**src/sv/tle_pkg.sv**
```systemverilog
// ---------------------------------------------------------------------------
// tle_pkg
// Shared types and constants for the terminal line editor.
// ---------------------------------------------------------------------------
package tle_pkg;

  localparam int DATA_W    = 8;
  localparam int LIMIT_W   = 7;
  localparam int CFG_IDX_W = 2;

  // Character codes
  localparam logic [DATA_W-1:0] CH_CR    = 8'h0D;
  localparam logic [DATA_W-1:0] CH_BS    = 8'h08;
  localparam logic [DATA_W-1:0] CH_SPACE = 8'h20;
  localparam logic [DATA_W-1:0] CTRL_TOP = 8'h1F;

  // Result kinds
  localparam logic KIND_ECHO = 1'b0;
  localparam logic KIND_LINE = 1'b1;

  // Register indexes
  localparam logic [CFG_IDX_W-1:0] REG_ENABLE = 2'd0;
  localparam logic [CFG_IDX_W-1:0] REG_LIMIT  = 2'd1;

  localparam logic [LIMIT_W-1:0] LIMIT_MIN   = 7'd2;
  localparam logic [LIMIT_W-1:0] LIMIT_RESET = 7'd64;

  typedef enum logic [1:0] {
    CLS_OTHER,
    CLS_CR,
    CLS_BS,
    CLS_PRINT
  } cls_t;

  // Classified character handed from front to back
  typedef struct packed {
    cls_t              cls;
    logic [DATA_W-1:0] chr;
  } cmd_t;

  // One result item
  typedef struct packed {
    logic              kind;
    logic [DATA_W-1:0] data;
    logic              last;
  } res_t;

  typedef enum logic [2:0] {
    S_IDLE,
    S_BS_SP,
    S_BS_END,
    S_PRIME,
    S_EMIT
  } back_state_t;

endpackage

```
**src/sv/tle_ram.sv**
```systemverilog
// ---------------------------------------------------------------------------
// tle_ram
// Generic single-write, single-read RAM with registered read data.
// ---------------------------------------------------------------------------
module tle_ram #(
  parameter int WIDTH = 8,
  parameter int DEPTH = 64
) (
  input  logic                     clk,
  input  logic                     we,
  input  logic [$clog2(DEPTH)-1:0] waddr,
  input  logic [WIDTH-1:0]         wdata,
  input  logic [$clog2(DEPTH)-1:0] raddr,
  output logic [WIDTH-1:0]         rdata
);

  logic [WIDTH-1:0] mem [DEPTH];
  logic [WIDTH-1:0] rdata_r;

  // Write port, read port returns old data on collision
  always_ff @(posedge clk) begin
    if (we) begin
      mem[waddr] <= wdata;
    end
    rdata_r <= mem[raddr];
  end

  assign rdata = rdata_r;

endmodule

```
**src/sv/tle_front.sv**
```systemverilog
// ---------------------------------------------------------------------------
// tle_front
// Accepts received characters, drops them while the channel is off and
// classifies the rest for the back end.
// ---------------------------------------------------------------------------
module tle_front (
  input  logic                     in_tvalid,
  output logic                     in_tready,
  input  logic [tle_pkg::DATA_W-1:0] in_tdata,
  input  logic                     enable,
  input  logic                     q_ready,
  output logic                     q_push,
  output tle_pkg::cmd_t            q_cmd
);

  tle_pkg::cls_t cls;

  // Classify the character
  always_comb begin
    if (in_tdata == tle_pkg::CH_CR) begin
      cls = tle_pkg::CLS_CR;
    end else if (in_tdata == tle_pkg::CH_BS) begin
      cls = tle_pkg::CLS_BS;
    end else if (in_tdata > tle_pkg::CTRL_TOP) begin
      cls = tle_pkg::CLS_PRINT;
    end else begin
      cls = tle_pkg::CLS_OTHER;
    end
  end

  // Push only while the channel is enabled
  assign in_tready = q_ready;
  assign q_push    = in_tvalid && q_ready && enable;
  assign q_cmd.cls = cls;
  assign q_cmd.chr = in_tdata;

endmodule

```
**src/sv/tle_queue.sv**
```systemverilog
// ---------------------------------------------------------------------------
// tle_queue
// Two-entry queue of classified characters between front and back.
// ---------------------------------------------------------------------------
module tle_queue (
  input  logic          clk,
  input  logic          rst_n,
  input  logic          push,
  input  tle_pkg::cmd_t push_cmd,
  output logic          ready,
  input  logic          pop,
  output logic          valid,
  output tle_pkg::cmd_t pop_cmd
);

  tle_pkg::cmd_t ent_r [2];
  logic          wr_ptr_r, wr_ptr_nxt;
  logic          rd_ptr_r, rd_ptr_nxt;
  logic [1:0]    count_r,  count_nxt;

  assign ready   = (count_r != 2'd2);
  assign valid   = (count_r != 2'd0);
  assign pop_cmd = ent_r[rd_ptr_r];

  // Advance pointers and occupancy
  always_comb begin
    wr_ptr_nxt = push ? ~wr_ptr_r : wr_ptr_r;
    rd_ptr_nxt = pop  ? ~rd_ptr_r : rd_ptr_r;
    count_nxt  = count_r + {1'b0, push} - {1'b0, pop};
  end

  always_ff @(posedge clk) begin
    if (!rst_n) begin
      wr_ptr_r <= 1'b0;
      rd_ptr_r <= 1'b0;
      count_r  <= 2'd0;
    end else begin
      wr_ptr_r <= wr_ptr_nxt;
      rd_ptr_r <= rd_ptr_nxt;
      count_r  <= count_nxt;
    end
  end

  // Hold entries
  always_ff @(posedge clk) begin
    if (push) begin
      ent_r[wr_ptr_r] <= push_cmd;
    end
  end

endmodule

```
**src/sv/tle_back.sv**
```systemverilog
// ---------------------------------------------------------------------------
// tle_back
// Executes classified characters: echo, backspace sequence, line store
// update and line emission from the store, into one output register.
// ---------------------------------------------------------------------------
module tle_back #(
  parameter int LINE_STORE_DEPTH = 64
) (
  input  logic                        clk,
  input  logic                        rst_n,
  input  logic                        cmd_valid,
  input  tle_pkg::cmd_t               cmd,
  output logic                        cmd_pop,
  input  logic [tle_pkg::LIMIT_W-1:0] line_limit,
  output logic                        res_valid,
  input  logic                        res_ready,
  output tle_pkg::res_t               res
);

  localparam int AW    = $clog2(LINE_STORE_DEPTH);
  localparam int LEN_W = $clog2(LINE_STORE_DEPTH + 1);
  localparam logic [tle_pkg::LIMIT_W-1:0] DEPTH_LIM = tle_pkg::LIMIT_W'(LINE_STORE_DEPTH);

  tle_pkg::back_state_t state_r, state_nxt;
  logic [LEN_W-1:0]     len_r, len_nxt;
  logic [AW-1:0]        idx_r, idx_nxt;
  logic                 out_valid_r, out_valid_nxt;
  tle_pkg::res_t        out_r;

  logic                          out_free;
  logic [tle_pkg::LIMIT_W-1:0]   lim, cap, len_ext, len_inc;
  logic                          full, ends_on_add, emit_last;
  logic                          load;
  tle_pkg::res_t                 load_res;
  logic                          ram_we;
  logic [AW-1:0]                 ram_waddr;
  logic [tle_pkg::DATA_W-1:0]    ram_wdata;
  logic [tle_pkg::DATA_W-1:0]    ram_rdata;

  // Saturate the limit and derive the line capacity
  always_comb begin
    if (line_limit < tle_pkg::LIMIT_MIN) begin
      lim = tle_pkg::LIMIT_MIN;
    end else if (line_limit > DEPTH_LIM) begin
      lim = DEPTH_LIM;
    end else begin
      lim = line_limit;
    end
    cap         = lim - 7'd1;
    len_ext     = tle_pkg::LIMIT_W'(len_r);
    len_inc     = len_ext + 7'd1;
    full        = (len_ext >= cap);
    ends_on_add = (len_inc >= cap);
    emit_last   = (LEN_W'(idx_r) == len_r - LEN_W'(1));
  end

  assign out_free = !out_valid_r || res_ready;

  // Next state
  always_comb begin
    state_nxt = state_r;
    case (state_r)
      tle_pkg::S_IDLE: begin
        if (cmd_valid && out_free) begin
          if (full) begin
            state_nxt = tle_pkg::S_PRIME;
          end else begin
            case (cmd.cls)
              tle_pkg::CLS_CR:    state_nxt = tle_pkg::S_PRIME;
              tle_pkg::CLS_BS:    state_nxt = (len_r != '0) ? tle_pkg::S_BS_SP : tle_pkg::S_IDLE;
              tle_pkg::CLS_PRINT: state_nxt = ends_on_add ? tle_pkg::S_PRIME : tle_pkg::S_IDLE;
              default:            state_nxt = tle_pkg::S_IDLE;
            endcase
          end
        end
      end
      tle_pkg::S_BS_SP: begin
        if (out_free) state_nxt = tle_pkg::S_BS_END;
      end
      tle_pkg::S_BS_END: begin
        if (out_free) state_nxt = tle_pkg::S_IDLE;
      end
      tle_pkg::S_PRIME: begin
        state_nxt = tle_pkg::S_EMIT;
      end
      tle_pkg::S_EMIT: begin
        if (out_free && emit_last) state_nxt = tle_pkg::S_IDLE;
      end
      default: state_nxt = tle_pkg::S_IDLE;
    endcase
  end

  // Datapath and outputs per state
  always_comb begin
    cmd_pop   = 1'b0;
    load      = 1'b0;
    load_res  = '0;
    len_nxt   = len_r;
    idx_nxt   = idx_r;
    ram_we    = 1'b0;
    ram_waddr = len_r[AW-1:0];
    ram_wdata = cmd.chr;
    case (state_r)
      tle_pkg::S_IDLE: begin
        if (cmd_valid && out_free) begin
          cmd_pop = 1'b1;
          idx_nxt = '0;
          if (!full) begin
            case (cmd.cls)
              tle_pkg::CLS_CR: begin
                // Store the return itself on an empty line
                if (len_r == '0) begin
                  ram_we    = 1'b1;
                  ram_wdata = tle_pkg::CH_CR;
                  len_nxt   = LEN_W'(1);
                end
              end
              tle_pkg::CLS_BS: begin
                if (len_r != '0) begin
                  load     = 1'b1;
                  load_res = '{kind: tle_pkg::KIND_ECHO, data: tle_pkg::CH_BS, last: 1'b0};
                  len_nxt  = len_r - LEN_W'(1);
                end
              end
              tle_pkg::CLS_PRINT: begin
                load     = 1'b1;
                load_res = '{kind: tle_pkg::KIND_ECHO, data: cmd.chr, last: !ends_on_add};
                ram_we   = 1'b1;
                len_nxt  = len_r + LEN_W'(1);
              end
              default: ;
            endcase
          end
        end
      end
      tle_pkg::S_BS_SP: begin
        if (out_free) begin
          load     = 1'b1;
          load_res = '{kind: tle_pkg::KIND_ECHO, data: tle_pkg::CH_SPACE, last: 1'b0};
        end
      end
      tle_pkg::S_BS_END: begin
        if (out_free) begin
          load     = 1'b1;
          load_res = '{kind: tle_pkg::KIND_ECHO, data: tle_pkg::CH_BS, last: 1'b1};
        end
      end
      tle_pkg::S_EMIT: begin
        if (out_free) begin
          load     = 1'b1;
          load_res = '{kind: tle_pkg::KIND_LINE, data: ram_rdata, last: emit_last};
          if (emit_last) begin
            len_nxt = '0;
          end else begin
            idx_nxt = idx_r + AW'(1);
          end
        end
      end
      default: ;
    endcase
  end

  // Output register
  always_comb begin
    if (load) begin
      out_valid_nxt = 1'b1;
    end else if (res_ready) begin
      out_valid_nxt = 1'b0;
    end else begin
      out_valid_nxt = out_valid_r;
    end
  end

  always_ff @(posedge clk) begin
    if (!rst_n) begin
      state_r     <= tle_pkg::S_IDLE;
      len_r       <= '0;
      idx_r       <= '0;
      out_valid_r <= 1'b0;
    end else begin
      state_r     <= state_nxt;
      len_r       <= len_nxt;
      idx_r       <= idx_nxt;
      out_valid_r <= out_valid_nxt;
    end
  end

  always_ff @(posedge clk) begin
    if (load) begin
      out_r <= load_res;
    end
  end

  assign res_valid = out_valid_r;
  assign res       = out_r;

  // Line store, read address takes the next emit index so the registered read data matches the current one
  tle_ram #(
    .WIDTH (tle_pkg::DATA_W),
    .DEPTH (LINE_STORE_DEPTH)
  ) u_store (
    .clk   (clk),
    .we    (ram_we),
    .waddr (ram_waddr),
    .wdata (ram_wdata),
    .raddr (idx_nxt),
    .rdata (ram_rdata)
  );

endmodule

```
**src/sv/terminal_line_editor.sv**
```systemverilog
// ---------------------------------------------------------------------------
// terminal_line_editor
// Line editor with echo and backspace handling over stream channels.
// ---------------------------------------------------------------------------
// Path: an accepted character is registered in the queue, then the back end
// registers its result in the output register. A backspace walks the BS_SP and
// BS_END states; a line goes through PRIME, then EMIT per byte (store read pipeline).
// A two-entry queue lets the input keep accepting while results are drained.
// Reset clears control, length and registers; the line store is not cleared.
module terminal_line_editor #(
  parameter int LINE_STORE_DEPTH = 64
) (
  input  logic                          clk,
  input  logic                          rst_n,
  input  logic                          in_tvalid,
  output logic                          in_tready,
  input  logic [7:0]                    in_tdata,   // [7:0] rx_byte
  output logic                          out_tvalid,
  input  logic                          out_tready,
  output logic [7:0]                    out_tdata,  // [7:0] data_byte
  output logic                          out_tuser,  // [0] item_kind
  output logic                          out_tlast,
  input  logic                          cfg_we,
  input  logic [tle_pkg::CFG_IDX_W-1:0] cfg_index,
  input  logic [tle_pkg::LIMIT_W-1:0]   cfg_wdata
);

  logic                        enable_r;
  logic [tle_pkg::LIMIT_W-1:0] limit_r;
  logic                        q_ready, q_push, q_valid, q_pop;
  tle_pkg::cmd_t               push_cmd, pop_cmd;
  tle_pkg::res_t               res;

  // Configuration registers
  always_ff @(posedge clk) begin
    if (!rst_n) begin
      enable_r <= 1'b0;
      limit_r  <= tle_pkg::LIMIT_RESET;
    end else if (cfg_we) begin
      if (cfg_index == tle_pkg::REG_ENABLE) begin
        enable_r <= cfg_wdata[0];
      end else if (cfg_index == tle_pkg::REG_LIMIT) begin
        limit_r <= cfg_wdata;
      end
    end
  end

  tle_front u_front (
    .in_tvalid (in_tvalid),
    .in_tready (in_tready),
    .in_tdata  (in_tdata),
    .enable    (enable_r),
    .q_ready   (q_ready),
    .q_push    (q_push),
    .q_cmd     (push_cmd)
  );

  tle_queue u_queue (
    .clk      (clk),
    .rst_n    (rst_n),
    .push     (q_push),
    .push_cmd (push_cmd),
    .ready    (q_ready),
    .pop      (q_pop),
    .valid    (q_valid),
    .pop_cmd  (pop_cmd)
  );

  tle_back #(
    .LINE_STORE_DEPTH (LINE_STORE_DEPTH)
  ) u_back (
    .clk        (clk),
    .rst_n      (rst_n),
    .cmd_valid  (q_valid),
    .cmd        (pop_cmd),
    .cmd_pop    (q_pop),
    .line_limit (limit_r),
    .res_valid  (out_tvalid),
    .res_ready  (out_tready),
    .res        (res)
  );

  assign out_tdata = res.data;
  assign out_tuser = res.kind;
  assign out_tlast = res.last;

endmodule

```
**config.mk**
```make
export PLATFORM = sky130hd
export DESIGN_NAME = terminal_line_editor
export DESIGN_NICKNAME = d
export VERILOG_FILES = /design/src/sv/tle_pkg.sv /design/src/sv/tle_ram.sv /design/src/sv/tle_front.sv /design/src/sv/tle_queue.sv /design/src/sv/tle_back.sv /design/src/sv/terminal_line_editor.sv
export SDC_FILE = /design/constraint.sdc
export NUM_CORES = 1
export LEC_CHECK = 0
export BUFFER_PORTS_ARGS = -buffer_cell sky130_fd_sc_hd__buf_2
export CORE_ASPECT_RATIO = 1.25
export CORE_MARGIN = 3
export CORE_UTILIZATION = 46
export DETAILED_ROUTE_END_ITERATION = 7
export MAX_ROUTING_LAYER = met4
export PLACE_DENSITY = 0.71
export SLEW_MARGIN = 20
export SYNTH_ARGS = -nofsm -noshare
export SYNTH_HDL_FRONTEND = slang
export SYNTH_SLANG_ARGS = --single-unit
```
**constraint.sdc**
```tcl
create_clock -name clk -period 5 [get_ports clk]
set_clock_uncertainty 0.2 [all_clocks]
set_input_delay 1 -clock clk [delete_from_list [all_inputs] [get_ports clk]]
set_output_delay 1 -clock clk [all_outputs]
set_load 0.03 [all_outputs]
```
==> After elaboration in Yosys (flattened, before gate mapping) <==
Memories as Yosys holds them, arrays and structs flattened. A register that Yosys moved wholly into a read port is not among the register bits.
Index checks and enable logic that the tools add are counted.
{ "totals": {"out_inout_bits": 12, "n_memories": 2, "regBits": 39, "mem_bits_rw": 532, "in_bits": 22} }
{ "classes": {"bitwise": 3, "muxes": 60, "order_cmp": 5, "eq_ne": 22, "n_addsub": 6, "n_reduce_logical": 19} }
{ "memory_table": {"columns": ["memory", "words", "word_bits", "read_ports", "rd_ports_with_merged_regs", "write_ports", "line_no", "source"], "rows": [
  ["u_back.u_store.mem", 64, 8, 1, 1, 1, "tle_ram.sv:17", "logic [WIDTH-1:0] mem [DEPTH];"],
  ["u_queue.ent_r", 2, 10, 1, 1, 1, "tle_queue.sv:16", "tle_pkg::cmd_t ent_r [2];"]
]} }
{ "op_table": {"columns": ["operator", "count"], "rows": [
  ["2-to-1 mux 7 bit", 9],
  ["2-to-1 mux 8 bit", 5],
  ["case mux 10 bit (4 select lines)", 1],
  ["2-to-1 mux 10 bit", 3],
  ["case mux 7 bit (3 select lines)", 1],
  ["case mux 10 bit (2 select lines)", 1],
  ["2-to-1 mux 1 bit", 19],
  ["2-to-1 mux 6 bit", 3],
  ["== test 8 x 4 -> 1 bit, second input constant", 2],
  ["2-to-1 mux 3 bit", 5],
  ["case mux 3 bit (5 select lines)", 1],
  ["greater-or-equal comparator 7 bit", 2],
  ["case mux 7 bit (2 select lines)", 1],
  ["subtractor 7 x 1 -> 7 bit, second input constant", 2],
  ["!= test 2 x 1 -> 1 bit, second input constant", 6],
  ["case mux 6 bit (2 select lines)", 1],
  ["2-to-1 mux 5 bit", 2],
  ["case mux 3 bit (3 select lines)", 1],
  ["> comparator 8 x 5 -> 1 bit, second input constant", 1],
  ["2-to-1 mux 2 bit", 4],
  ["AND reduction 8 bit", 1],
  ["adder 7 x 1 -> 7 bit, second input constant", 1],
  ["== test 6 x 7 -> 1 bit", 1],
  ["> comparator 7 bit, second input constant", 1],
  ["other kinds (26)", 41]
]} }

==> Longest topological paths before layout <==
{ "depth": {"depth_word": 10, "mapped_depth": 16, "ltp_nobuf": 16} }

==> By module <==
From an unflattened synthesis, not the netlist that was laid out.
{ "unflattened": {"cells_unflattened": 1316, "hier_area_um2": 23842.9} }
{ "by_module_without_submodules": {"columns": ["mod", "area_each_um2", "cells_each", "seq_area_each_um2", "instances"], "rows": [
  ["tle_ram", 20166.8, 940, 15534.9, 1],
  ["tle_back", 2284.7, 274, 640.6, 1],
  ["tle_queue", 945.9, 52, 700.7, 1],
  ["terminal_line_editor", 331.6, 35, 160.2, 1],
  ["tle_front", 113.9, 15, 0.0, 1]
]} }

==> Worst setup path before layout <==
Ideal clock, no wire load.
{ "synth_path": {"path_kind": "register -> register", "from": "register limit_r[2] in the netlist's numbering", "to": "memory u_back.u_store.mem[0][7] (data pin)", "path_buffers": 1, "stages_incl_launch_ff": 16, "path_slack_ns": 0.170, "setup_ns": 0.499, "arrival_time_ns": 4.131, "path_cell_list": "dfxtp_1 -> nor4_1 -> nand2b_1 -> nand3_1 -> ha_1 -> ha_1 -> a21o_1 -> a21o_1 -> o211ai_1 -> a41oi_1 -> o21ai_0 -> nand2b_1 -> nor3_1 -> and3_1 -> clkbuf_1 -> nor2_1"} }
{ "synth_via": {"elab_chain_cells": 8, "word_cells_on_any_way": 9, "cone_classes": "add/sub: 1; order compare: 3; mux: 5"} }
{ "synth_rtl": {"columns": ["item", "line_no", "source"], "rows": [
  ["start, declared", "terminal_line_editor.sv:29", "logic [tle_pkg::LIMIT_W-1:0] limit_r;"],
  ["start signal, assigned", "terminal_line_editor.sv:38", "limit_r <= tle_pkg::LIMIT_RESET;"],
  ["start signal, assigned", "terminal_line_editor.sv:43", "limit_r <= cfg_wdata;"],
  ["> comparator 7 bit", "tle_back.sv:44", "end else if (line_limit > DEPTH_LIM) begin"],
  ["2-to-1 mux 7 bit", "tle_back.sv:44", null],
  ["2-to-1 mux 7 bit *", "tle_back.sv:42", "if (line_limit < tle_pkg::LIMIT_MIN) begin"],
  ["subtractor 7 x 1 -> 7 bit *", "tle_back.sv:49", "cap = lim - 7'd1;"],
  ["greater-or-equal comparator 7 bit *", "tle_back.sv:52", "full = (len_ext >= cap);"],
  ["2-to-1 mux 8 bit *", "tle_back.sv:108", "if (!full) begin"],
  ["2-to-1 mux 8 bit *", "tle_back.sv:105", "if (cmd_valid && out_free) begin"],
  ["2-to-1 mux 8 bit *", "tle_back.sv:103", "case (state_r)"],
  ["named net u_back.ram_wdata (one bit)", "tle_back.sv:37", "logic [tle_pkg::DATA_W-1:0] ram_wdata;"],
  ["end, declared", "tle_ram.sv:17", null]
]} }
The timed path passes the listed nets; every way through them passes the cells marked *.

==> Final worst setup path <==
{ "layout_path": {"from": "register u_back.len_r[0] (netlist: u_back.len_ext[0])", "to": "register u_back.u_store.rdata_r[3] (netlist: u_back.u_store.rdata[3]) (read register of u_back.u_store.mem)"} }
{ "layout_via": {"elab_chain_cells": 5} }
{ "layout_rtl": {"columns": ["item", "line_no", "source"], "rows": [
  ["start, declared", "tle_back.sv:25", "logic [LEN_W-1:0] len_r, len_nxt;"],
  ["start signal, assigned", "tle_back.sv:182", "len_r <= len_nxt;"],
  ["subtractor 7 x 1 -> 7 bit", "tle_back.sv:54", "emit_last = (LEN_W'(idx_r) == len_r - LEN_W'(1));"],
  ["== test 6 x 7 -> 1 bit", "tle_back.sv:54", null],
  ["2-to-1 mux 6 bit", "tle_back.sv:152", "if (emit_last) begin"],
  ["2-to-1 mux 6 bit", "tle_back.sv:149", "if (out_free) begin"],
  ["case mux 6 bit (2 select lines)", "tle_back.sv:103", null],
  ["end, declared", "tle_ram.sv:18", "logic [WIDTH-1:0] rdata_r;"]
]} }
Every way passes these cells.
A chain may end at the register's enable or synchronous reset.

==> summary by stage <==
STA
Setup repair after global routing left no endpoint under its margin. The slew at the pin closest to its max-slew limit is 1030 ps. Setup violations remaining at the end of the flow were counted as 0. The final-report max-slew violation count came to 0. The final-layout setup total negative slack is 0 ps.

Static timing analysis puts the maximum clock frequency at 209 MHz. The fraction of the cycle the final worst path needs is 95.7%. The relative slew slack is 31.1%. The final hold violation count is 0. In the post-route analysis, the smallest setup slack over all paths is 216 ps. The minimum clock period is 4780 ps.

Setup path
The reg-to-reg critical path startpoint is u_back.len_ext[0]. The worst setup path is captured at a flop. The register-to-register setup slack is 220 ps. The data required time of the critical path is 5220 ps. The largest driver fanout on the critical path is 96.

The most critical setup path has its startpoint at u_back.len_ext[0]. By startpoint and endpoint, the worst setup path is classified as flop to flop. The worst setup path is launched from a flop.

The worst endpoint data arrival time is 5000 ps.

Pwr
In this run the power density over the cells is 405 mW/mm². The leakage power figure is 9.31 nW. The peak supply drop is 0.000278 V.

Floorplan
The number of primary I/O pins is 34. From left edge to right edge, the die measures 212 µm. The effective utilization at floorplan is 46.9%. The die area is 0.0559 mm². The core region is 0.0520 mm². The floorplan has 93 rows.

Measured along the y axis, the die boundary spans 263 µm.

CTS
TritonCTS built the clock tree. Hold repair after CTS inserted 0 buffers. In this run the clock root is driven by a sky130_fd_sc_hd__clkbuf_16. The clock buffer count from CTS is 52. The maximum level of the CTS H-tree is 2. After clock tree synthesis, the clock-pin slew on the worst setup and hold paths is 60 ps. Counting every sink on the clock net gives 580. No sink is reached through more buffers than the 3 on the longest clock path. The later pin in the worst-skew pair is clocked with a latency of 590 ps.

Routing
The routed via count divided by cell count is 6.07. The routed wire length is 60.9 mm. The total via count after detailed routing is 15,852. The number of DRC violations after detailed-routing iteration 0 is 1,965. The final routed DRC violation total is 0. The antenna violation net count after detailed routing is 0. The number of iterations in the first detailed-routing pass is 6. The post-detailed-route wirelength per cell is 23.3 µm.

Synthesis
After synthesis, the cell types taking the most area are sky130_fd_sc_hd__edfxtp_1, sky130_fd_sc_hd__nand2_1, sky130_fd_sc_hd__nand3_1. The netlist area before placement is 0.0244 mm². After synthesis, the netlist uses 64 different library cells. The biggest area contributor in the post-synthesis netlist is sky130_fd_sc_hd__edfxtp_1. Counting flops with an async set or reset pin after synthesis yields a share of 0%. The fraction of post-synthesis cell area in the top cell type by area is 66.7%. The post-synthesis instance total is 1,836. The part of the Yosys area used for sequential elements is 69.8%.

The average instance in the mapped netlist occupies 13.3 µm². The net count after synthesis is 1,875. During synthesis, Yosys emitted a total of 0 warnings. Yosys mapped a number of flops with a built-in enable equal to 542. The register bit count reported by yosys is 580. The dominant cell by count in the synthesized netlist is sky130_fd_sc_hd__edfxtp_1. In the synthesized netlist, the cells that appear most often are sky130_fd_sc_hd__edfxtp_1, sky130_fd_sc_hd__nand2_1, sky130_fd_sc_hd__nand3_1, sky130_fd_sc_hd__and3_1, sky130_fd_sc_hd__nor2_1. The most frequently used flop master after synthesis is sky130_fd_sc_hd__edfxtp_1.

Placed design
The detailed-placement wirelength estimate is 37.7 mm. Input and output buffers added on the ports amount to 33. Routability-driven placement finished with a final weighted congestion of 0.911. OpenSTA, run right after detailed placement, puts the worst setup slack at 251 ps.

Final layout
The register cell area after layout is 0.0170 mm². The area of the multi-input gates is 0.00680 mm². The layout overhead on the synthesized area is 12.8%. The final net count is 1,943. After filler insertion, the fill cell instance count of the layout stands at 4,154.

In the final layout, the share of cells above drive strength 1 is 13.3%.

Worst hold path
The tightest min-delay check is of the flop to flop type. The startpoint identified for the worst hold timing path is enable_r.

Flow run
The max capacitance violation total is 0.

Global routing
The aggregate global routing overflow is 0. Entering global routing, the biggest net connects 106 pins. The first global-routing pass estimated 93.3 mm of wire.

The number of antenna violations at the first check in global routing is 1. Global routing consumed, over all layers together, 22.2% of the routing resources. The number of global-route vias before repair is 15,590.

Outcome
The run finished with clean final reports.
==> final timing paths <==
kind / to / cells past startpoint
max: u_back.u_store.rdata[3] / 12
min: enable_r / 2
max reg2reg: u_back.u_store.rdata[3] / 12
min reg2reg: enable_r / 2
==> cells by family (layout without fill, tap and decap cells) <==
| group | Yosys count | after routing | share of synthesized area (%) |
|---|---|---|---|
| buffers and inverters | 140 | 249 | 2.61 |
| flip-flops | 580 | 580 | 69.8 |
| adder cells (fa/ha/maj) | 19 | 19 | 0.954 |
| XOR/XNOR | 19 | 19 | 0.682 |
| AND/OR/NAND/NOR | 742 | 742 | 14.7 |
| other | 0 | 1 | 0 |
| multiplexers | 69 | 69 | 2.94 |
| AO/OA/AOI/OAI | 267 | 267 | 8.33 |
==> cell type report <==
cell class / count / share of cell area [%]
clock buffers: 75 / 5.23
clock inverters: 20 / 0.500
inverters: 10 / 0.136
well taps: 665 / 3.02
multi-input cells: 1116 / 24.7
flip-flops and latches: 580 / 61.9
diodes: 1 / 0.00910
repair buffers: 144 / 4.45
==> state kept, by name (all words and copies together) (netlist names), named ones only <==
name and cells:
u_back.u_store.mem 512, u_queue.ent_r 20, u_back.res 10, u_back.u_store.rdata 8
limit_r 7, u_back.len_ext 7, u_back.idx_r 6, u_back.state_r 3
u_queue.count_r 2, enable_r 1, u_back.res_valid 1, u_queue.rd_ptr_r 1
u_queue.wr_ptr_r 1
==> per-stage QoR <==
stage	util (%)	cells	hold slack, ps	power [mW]	cell area [µm²]
floorplan	-	1836	274	6.80	24400
global placement	49.8	2515	317	7.44	25900
detailed placement	49.8	2515	332	7.49	25900
CTS	52.9	2610	346	11.2	27500
global route	52.9	2611	390	11.5	27500
finish	52.9	2611	335	11.1	27500
==> metal layers <==
layer	vias to the layer above	GRT usage [%]	wire (µm)
met5	-	-	0
met4	0	9.85	3090
met3	180	3.33	4200
met2	709	36.2	30100
met1	7849	27.7	23500
li1	7114	-	-
==> where the power goes <==
group | leakage (nW) | switching, mW | internal (mW)
Clock | 0.772 | 1.67 | 2.05
Combinational | 3.35 | 1.09 | 0.466
Sequential | 5.19 | 0.100 | 5.75
Total | 9.31 | 2.87 | 8.26
==> critical path, stage by stage, from the launching register on <==
cell	delay (ps)
sky130_fd_sc_hd__dfxtp_1	400
sky130_fd_sc_hd__or3_1	420
sky130_fd_sc_hd__or3_1	410
sky130_fd_sc_hd__a2111oi_4	490
sky130_fd_sc_hd__and2_2	290
sky130_fd_sc_hd__mux2_4	350
sky130_fd_sc_hd__buf_12	230
sky130_fd_sc_hd__and3_1	240
sky130_fd_sc_hd__a31oi_1	200
sky130_fd_sc_hd__nand3_1	150
sky130_fd_sc_hd__a32o_1	250
sky130_fd_sc_hd__o31ai_1	790
sky130_fd_sc_hd__nand3b_1	160
==> cells in the final DEF (no fill, tap or decap), types with 5 or more instances in the layout <==
master and count:
sky130_fd_sc_hd__edfxtp_1 542, sky130_fd_sc_hd__nand2_1 256, sky130_fd_sc_hd__nand3_1 183, sky130_fd_sc_hd__buf_4 93, sky130_fd_sc_hd__and3_1 92, sky130_fd_sc_hd__nor2_1 79
sky130_fd_sc_hd__clkbuf_16 52, sky130_fd_sc_hd__a31oi_1 51, sky130_fd_sc_hd__mux2i_1 49, sky130_fd_sc_hd__and2_1 45, sky130_fd_sc_hd__dfxtp_1 38, sky130_fd_sc_hd__a211oi_1 34
sky130_fd_sc_hd__buf_2 33, sky130_fd_sc_hd__a311oi_1 32, sky130_fd_sc_hd__o21ai_0 23, sky130_fd_sc_hd__nor2b_1 22, sky130_fd_sc_hd__o31ai_1 20, sky130_fd_sc_hd__o32ai_1 19
sky130_fd_sc_hd__mux2_2 18, sky130_fd_sc_hd__clkbuf_1 18, sky130_fd_sc_hd__buf_12 18, sky130_fd_sc_hd__xnor2_1 17, sky130_fd_sc_hd__a221oi_1 17, sky130_fd_sc_hd__ha_1 17
sky130_fd_sc_hd__a32o_1 16, sky130_fd_sc_hd__inv_1 10, sky130_fd_sc_hd__o22ai_1 10, sky130_fd_sc_hd__or3_1 9, sky130_fd_sc_hd__nand2b_1 9, sky130_fd_sc_hd__a21oi_1 9
sky130_fd_sc_hd__nand3b_1 9, sky130_fd_sc_hd__nor3_1 8, sky130_fd_sc_hd__clkinv_1 8, sky130_fd_sc_hd__o21a_1 7, sky130_fd_sc_hd__clkinv_2 7, sky130_fd_sc_hd__nor2_4 5
sky130_fd_sc_hd__a21boi_0 5, sky130_fd_sc_hd__clkbuf_8 5
==> repair_timing <==
action                                  in CTS  in global routing
gates resized for setup                      0                  2
setup buffers                                0                  0
hold endpoints to repair                     0                  0
endpoints found under the setup margin       0                 18
Power figures use the tool's default switching activity.
